==> config.mk <==
export PLATFORM = sky130hd
export DESIGN_NAME = utf8_to_utf16_decoder
export DESIGN_NICKNAME = d
export VERILOG_FILES = /design/src/sv/u8u16_pkg.sv /design/src/sv/utf8_to_utf16_decoder.sv
export SDC_FILE = /design/constraint.sdc
export NUM_CORES = 1
export LEC_CHECK = 0
export BUFFER_PORTS_ARGS = -buffer_cell sky130_fd_sc_hd__buf_2
export CORE_UTILIZATION = 50
export DETAILED_ROUTE_END_ITERATION = 8
export PLACE_DENSITY = 0.67
export SLEW_MARGIN = 40
export SYNTH_ARGS = -nofsm -noshare
export SYNTH_HDL_FRONTEND = slang
export SYNTH_SLANG_ARGS = --single-unit
==> constraint.sdc <==
create_clock -name clk -period 5.4 [get_ports clk]
set_clock_uncertainty 0.2 [all_clocks]
set_input_delay 1.08 -clock clk [delete_from_list [all_inputs] [get_ports clk]]
set_output_delay 1.08 -clock clk [all_outputs]
set_load 0.03 [all_outputs]
==> src/sv/u8u16_pkg.sv <==
// ----------------------------------------------------------------------------
// u8u16_pkg
// Shared types for the UTF-8 to UTF-16 decoder: beat structs and result kinds.
// ----------------------------------------------------------------------------
package u8u16_pkg;

    // Kind of one result beat.
    typedef enum logic [1:0] {
        KIND_UNIT = 2'd0,
        KIND_OK   = 2'd1,
        KIND_BAD  = 2'd2
    } kind_t;

    // One incoming beat: a raw UTF-8 byte and the end-of-string flag.
    typedef struct packed {
        logic [7:0] in_byte;
        logic       end_of_string;
    } in_beat_t;

    // One outgoing beat: a UTF-16 unit or a string marker.
    typedef struct packed {
        logic [15:0] code_unit;
        kind_t       kind;
        logic        last_of_run;
    } out_beat_t;

    // Most results one byte can cause: two surrogate units and a marker.
    localparam int unsigned MAX_RESULTS = 3;

    localparam logic [20:0] SURR_LO   = 21'h00D800;
    localparam logic [20:0] SURR_HI   = 21'h00DFFF;
    localparam logic [20:0] CODE_MAX  = 21'h10FFFF;
    localparam logic [20:0] BMP_MAX   = 21'h00FFFF;
    localparam logic [20:0] SUPP_BASE = 21'h010000;
    localparam logic [5:0]  HIGH_TAG  = 6'b110110;
    localparam logic [5:0]  LOW_TAG   = 6'b110111;

endpackage

==> src/sv/utf8_to_utf16_decoder.sv <==
// ----------------------------------------------------------------------------
// utf8_to_utf16_decoder
// Streams UTF-8 bytes in and UTF-16 code units plus end-of-string markers out.
// ----------------------------------------------------------------------------
// Path: a byte is captured in the input register, decoded from there, and its
// results are loaded into the result buffer, whose entry 0 drives the output.
// Throughput: one byte per cycle while each byte causes at most one result and the output is not
// stalled; a byte that causes two or three results holds the single output port until all
// of them have left, since results leave one per beat from the result buffer.
// Reset: rst_n clears all decoder state and both valid paths asynchronously.
// ----------------------------------------------------------------------------
module utf8_to_utf16_decoder (
    input  logic                  clk,
    input  logic                  rst_n,
    input  logic                  utf8_valid,
    output logic                  utf8_stall,
    input  u8u16_pkg::in_beat_t   utf8_beat,
    output logic                  utf16_valid,
    input  logic                  utf16_stall,
    output u8u16_pkg::out_beat_t  utf16_beat
);

    // Input register. It takes a new byte whenever it is empty or its byte
    // moves on into the result buffer in the same cycle, so the input side
    // keeps flowing while the last result of the previous byte waits.
    logic                 in_valid_reg;
    logic                 in_valid_next;
    u8u16_pkg::in_beat_t  in_beat_reg;

    // Decoder state, committed only when a byte is decoded.
    logic [20:0] partial_reg;
    logic [20:0] partial_next;
    logic [1:0]  due_reg;
    logic [1:0]  due_next;
    logic        disc_reg;
    logic        disc_next;
    logic        err_reg;
    logic        err_next;

    // Result buffer. Entry 0 is always the beat on the output; the rest
    // shift down as beats are taken.
    u8u16_pkg::out_beat_t  res_reg  [u8u16_pkg::MAX_RESULTS];
    u8u16_pkg::out_beat_t  res_next [u8u16_pkg::MAX_RESULTS];
    logic [1:0]            cnt_reg;
    logic [1:0]            cnt_next;

    // Results of decoding the byte in the input register.
    u8u16_pkg::out_beat_t  dec_res [u8u16_pkg::MAX_RESULTS];
    logic [1:0]            dec_n;

    logic move;
    logic pop;

    assign utf16_valid = (cnt_reg != 2'd0);
    assign utf16_beat  = res_reg[0];
    assign pop         = utf16_valid && !utf16_stall;

    // The decoded byte may load the buffer once it is empty, or once its
    // only remaining beat leaves in this cycle.
    assign move = in_valid_reg && ((cnt_reg == 2'd0) || ((cnt_reg == 2'd1) && pop));

    assign utf8_stall    = in_valid_reg && !move;
    assign in_valid_next = (utf8_valid && !utf8_stall) || (in_valid_reg && !move);

    // Byte decoder. This mirrors the per-byte behavior: lead byte
    // classification, continuation gathering, code point checks, surrogate
    // pair split and the closing marker on the flagged byte.
    always_comb
    begin
        logic [7:0]  b;
        logic        done;
        logic [20:0] c;
        logic [20:0] cm;
        logic [1:0]  n;

        b            = in_beat_reg.in_byte;
        partial_next = partial_reg;
        due_next     = due_reg;
        disc_next    = disc_reg;
        err_next     = err_reg;
        done         = 1'b0;
        n            = 2'd0;
        c            = 21'd0;
        cm           = 21'd0;
        for (int i = 0; i < u8u16_pkg::MAX_RESULTS; i++)
        begin
            dec_res[i] = '{code_unit: 16'd0, kind: u8u16_pkg::KIND_UNIT,
                           last_of_run: 1'b0};
        end

        if (!disc_reg)
        begin
            if (due_reg == 2'd0)
            begin
                if (b == 8'h00)
                begin
                    // A zero lead byte ends the string early and correctly.
                    disc_next = 1'b1;
                end
                else if (b inside {[8'h01:8'h7F]})
                begin
                    partial_next = {13'd0, b};
                    done         = 1'b1;
                end
                else if (b inside {[8'hC0:8'hDF]})
                begin
                    partial_next = {16'd0, b[4:0]};
                    due_next     = 2'd1;
                end
                else if (b inside {[8'hE0:8'hEF]})
                begin
                    partial_next = {17'd0, b[3:0]};
                    due_next     = 2'd2;
                end
                else if (b inside {[8'hF0:8'hF7]})
                begin
                    partial_next = {18'd0, b[2:0]};
                    due_next     = 2'd3;
                end
                else
                begin
                    // Stray continuation byte or an illegal lead byte.
                    disc_next = 1'b1;
                    err_next  = 1'b1;
                end
            end
            else
            begin
                if (b inside {[8'h80:8'hBF]})
                begin
                    partial_next = {partial_reg[14:0], b[5:0]};
                    due_next     = due_reg - 2'd1;
                    done         = (due_reg == 2'd1);
                end
                else
                begin
                    disc_next = 1'b1;
                    err_next  = 1'b1;
                end
            end
        end

        if (done)
        begin
            c  = partial_next;
            cm = c - u8u16_pkg::SUPP_BASE;
            if (((c >= u8u16_pkg::SURR_LO) && (c <= u8u16_pkg::SURR_HI))
                || (c > u8u16_pkg::CODE_MAX))
            begin
                disc_next = 1'b1;
                err_next  = 1'b1;
            end
            else if (c <= u8u16_pkg::BMP_MAX)
            begin
                dec_res[0].code_unit = c[15:0];
                n = 2'd1;
            end
            else
            begin
                // Adding the surrogate bases only fills the top six bits.
                dec_res[0].code_unit = {u8u16_pkg::HIGH_TAG, cm[19:10]};
                dec_res[1].code_unit = {u8u16_pkg::LOW_TAG, cm[9:0]};
                n = 2'd2;
            end
            partial_next = 21'd0;
        end

        if (in_beat_reg.end_of_string)
        begin
            // A string cut short inside a sequence is invalid.
            if (!disc_next && (due_next != 2'd0))
            begin
                err_next = 1'b1;
            end
            dec_res[n].code_unit = 16'd0;
            dec_res[n].kind      = err_next ? u8u16_pkg::KIND_BAD : u8u16_pkg::KIND_OK;
            n = n + 2'd1;
            partial_next = 21'd0;
            due_next     = 2'd0;
            disc_next    = 1'b0;
            err_next     = 1'b0;
        end

        if (n != 2'd0)
        begin
            dec_res[n - 2'd1].last_of_run = 1'b1;
        end
        dec_n = n;
    end

    // Result buffer next value: load on a decode, shift down on a pop.
    always_comb
    begin
        cnt_next = cnt_reg;
        for (int i = 0; i < u8u16_pkg::MAX_RESULTS; i++)
        begin
            res_next[i] = res_reg[i];
        end
        if (move)
        begin
            cnt_next = dec_n;
            for (int i = 0; i < u8u16_pkg::MAX_RESULTS; i++)
            begin
                res_next[i] = dec_res[i];
            end
        end
        else if (pop)
        begin
            cnt_next    = cnt_reg - 2'd1;
            res_next[0] = res_reg[1];
            res_next[1] = res_reg[2];
        end
    end

    always_ff @(posedge clk or negedge rst_n)
    begin
        if (!rst_n)
        begin
            in_valid_reg <= 1'b0;
            cnt_reg      <= 2'd0;
            partial_reg  <= 21'd0;
            due_reg      <= 2'd0;
            disc_reg     <= 1'b0;
            err_reg      <= 1'b0;
        end
        else
        begin
            in_valid_reg <= in_valid_next;
            cnt_reg      <= cnt_next;
            if (move)
            begin
                partial_reg <= partial_next;
                due_reg     <= due_next;
                disc_reg    <= disc_next;
                err_reg     <= err_next;
            end
        end
    end

    // Payload registers carry no reset.
    always_ff @(posedge clk)
    begin
        if (utf8_valid && !utf8_stall)
        begin
            in_beat_reg <= utf8_beat;
        end
        for (int i = 0; i < u8u16_pkg::MAX_RESULTS; i++)
        begin
            res_reg[i] <= res_next[i];
        end
    end

    // A marker is always the final result of its byte.
    a_marker_last: assert property (@(posedge clk) disable iff (!rst_n)
        (utf16_valid && (utf16_beat.kind != u8u16_pkg::KIND_UNIT))
        |-> utf16_beat.last_of_run)
        else $error("marker beat without last_of_run");

    // The buffer never loads while more than one earlier result is waiting.
    a_no_overrun: assert property (@(posedge clk) disable iff (!rst_n)
        (cnt_reg > 2'd1) |-> !move)
        else $error("result buffer loaded over pending results");

    // A stalled input side always means a byte is held in the input register.
    a_stall_held: assert property (@(posedge clk) disable iff (!rst_n)
        utf8_stall |-> in_valid_reg)
        else $error("input stalled with empty input register");

    // A beat taken with more behind it leaves the next one on the output.
    a_drain: assert property (@(posedge clk) disable iff (!rst_n)
        (pop && !move && (cnt_reg > 2'd1)) |=> utf16_valid)
        else $error("result buffer lost a pending beat");

endmodule
==> reports/results.ini <==
[cells_and_area]
stdcell_count=581
final_cell_mix=45 x edfxtp_1, 44 x nand2_1, 33 x o21ai_0, 33 x buf_2
largest_reg_flops=36
syn_to_final_growth_pct=7.80
diodes=0
layout-drive-gt1-share=0.175
final_net_count=490
utilization=0.554
mostFrequentLayoutCell=edfxtp_1

[die]
die_width_um=96.4
die_height_um=96.4
initial_core_util=0.514
rows=34
io_pins=34
die-area_sq_um=9300
fp.coreArea_sq_um=8680

[sta]
fin_crit_ps=4920
setup-tns-final_ps=0
max_slew_margin=0.521
period_share=0.911
slew_viol_final=0
setup_viol=0
holdWs_ps=328
finalHoldViolCount=0
rsz0062_at_grt=false
worstMarginPinSlew_ps=710
fmax_mhz=203

[hold_path]
min_path_cells=2
hold_path.class=flop to flop

[outcome]
status=complete, no violations

[setup_path]
startpoint_type=flop
cp-end-kind=flop
slowest_delay_ps=400
critPathTopFamily=compound AO/OA/AOI/OAI gates
path_cells=inv_1 -> ha_1 -> buf_4 -> o221a_2 -> nand2_1 -> a22oi_1 -> ha_1 -> inv_1 -> a211o_1 -> or3_1 -> a31oi_1 -> o22ai_1 -> nand2_1 -> ha_1 -> nand2_1 -> nand2_1 -> nor2_2 -> and3_1 -> o32ai_2 -> o221ai_1
required_ps=5290
cpMostUsedCell=nand2_1
cp.arrival_ps=4810
path_max_fanout=15
crit_type=flop to flop
cp.depth=20
crit_path_top_delay_cell=dfrtp_1
crit_buf_inv=3
r2r_cells=20

[clocking]
clk_pin_slew_ps=80
cts-root-buf=clkbuf_8
cts_sinks=73
clk_latency_ps=360
cts_buffers=9
cts_tree=done
htreeDepth=3
cts_max_path_buffers=2
holdBufCountCts=0

[power]
power_density_nw_per_um2=542
power.total_mw=2.61
p_seq_frac=0.357
p_clk_frac=0.168
p_int_mw=1.42
p_leak_nw=1.92
p_sw_mw=1.18
p_comb_frac=0.475
switching_share=0.455
ir_worst_vdd_uv=440

[route]
drt-met1-wl_um=5190
routed_via_density=6.45
highest_layer=met4
drt_drc_violations_left=0
ant_nets=0
dr.pass1.iters=5
wl_met3_um=783
drt_iter0_markers=352
met2_length_um=5420
routed_wl_um=11800
vias=3750
wl_per_cell_um=20.3

[synth]
syn_inst=455
synth_edf_count=45
syn-cell-area_sq_um=4460
synth_top_cells_by_area=edfxtp_1 30%, dfrtp_1 16%, nand2_1 3.7%, o21ai_0 3.7%, buf_4 3.4%
synth_top_area_cell=edfxtp_1
synth_nets=477
avgSynthCellArea_sq_um=9.80
synth.top_cell.area_share=0.303
synthFlopType=edfxtp_1
ys_async_sr_fraction=0.384
ys_warn_count=0
ys_types=68
ys_ff_latch=73
synth-seq-area-share=0.460

[placement]
portBuffers=33
gp_congestion=1.06
place_inst=565
dp_hpwl_um=8330

[grt]
grt.overflow.total=0
grt_pass1_vias=3528
grt_pass1_wl_um=18700
grt_max_degree=44
antenna_found_initial=0
grt_util_all_layers=0.272

[run]
cap_violations=0

## worst register-to-register path: cells and delay by family (launching register included)
family          cells  cell delay [ps]
flops               1              400
buf+inv             3              440
fa+ha+maj           3              680
compound gates      7             1690
simple gates        7             1230
## final timing paths
path                            slack (ps)               to            start
max in group asynchronous             3990  partial_reg[16]            rst_n
min in group asynchronous              550       cnt_reg[1]            rst_n
worst max-delay path                   480   res_reg[0][12]       due_reg[1]
worst min-delay path                   330  partial_reg[16]  partial_reg[16]
worst min register to register         330  partial_reg[16]  partial_reg[16]
worst max register to register         480   res_reg[0][12]       due_reg[1]
## what timing repair did
item,CTS,global route
setup buffers,0,0
setup endpoints to repair,0,12
gates resized for setup,0,3
## Yosys cell counts (9+ instances only)
library cell,instances
edfxtp_1,45
nand2_1,44
o21ai_0,33
nor2_1,29
a21oi_1,28
dfrtp_1,28
inv_1,23
buf_4,20
clkbuf_1,16
o211ai_1,15
a22o_1,12
nand3_1,12
a22oi_1,9
and2_1,9
ha_1,9
## metrics by stage
stage,instance area (sq um),worst slack (ps)
floorplan,4460,734
global placement,4590,538
detailed placement,4590,484
CTS,4780,387
global route,4810,45.7
finish,4810,479
## kinds of logic (layout without fill, tap and decap cells)
| family | after synthesis | after routing | synth area share |
|---|---|---|---|
| AO/OA/AOI/OAI | 146 | 146 | 0.232 |
| buffers and inverters | 67 | 85 | 0.0786 |
| AND/OR/NAND/NOR | 149 | 149 | 0.180 |
| adder cells (fa/ha/maj) | 9 | 9 | 0.0253 |
| flip-flops | 73 | 73 | 0.460 |
| multiplexers | 8 | 8 | 0.0185 |
| XOR/XNOR | 3 | 3 | 0.00589 |
## routing by layer
| layer | track usage | up-vias |
|---|---|---|
| met5 | 0 | - |
| met4 | 0.108 | 0 |
| met3 | 0.0485 | 41 |
| met2 | 0.425 | 183 |
| met1 | 0.374 | 1805 |
| li1 | - | 1721 |
## area by class of cell
type                    instances  area [sq um]
flip-flops and latches         73          2050
well taps                     108           135
repair buffers                 45           255
fillers                       781          3870
multi-input cells             315          2080
clock buffers                   9           124
clock inverters                 7          68.8
inverters                      24          92.6
## power by group through the flow
stage	logic (mW)	registers [mW]	clock network [mW]
finish	1.24	0.931	0.439
global route	1.36	0.956	0.463
CTS	1.22	0.930	0.442
detailed placement	1.21	0.940	0
global placement	1.20	0.934	0
floorplan	0.977	0.900	0
No activity file was read; power rests on OpenSTA's default activity.
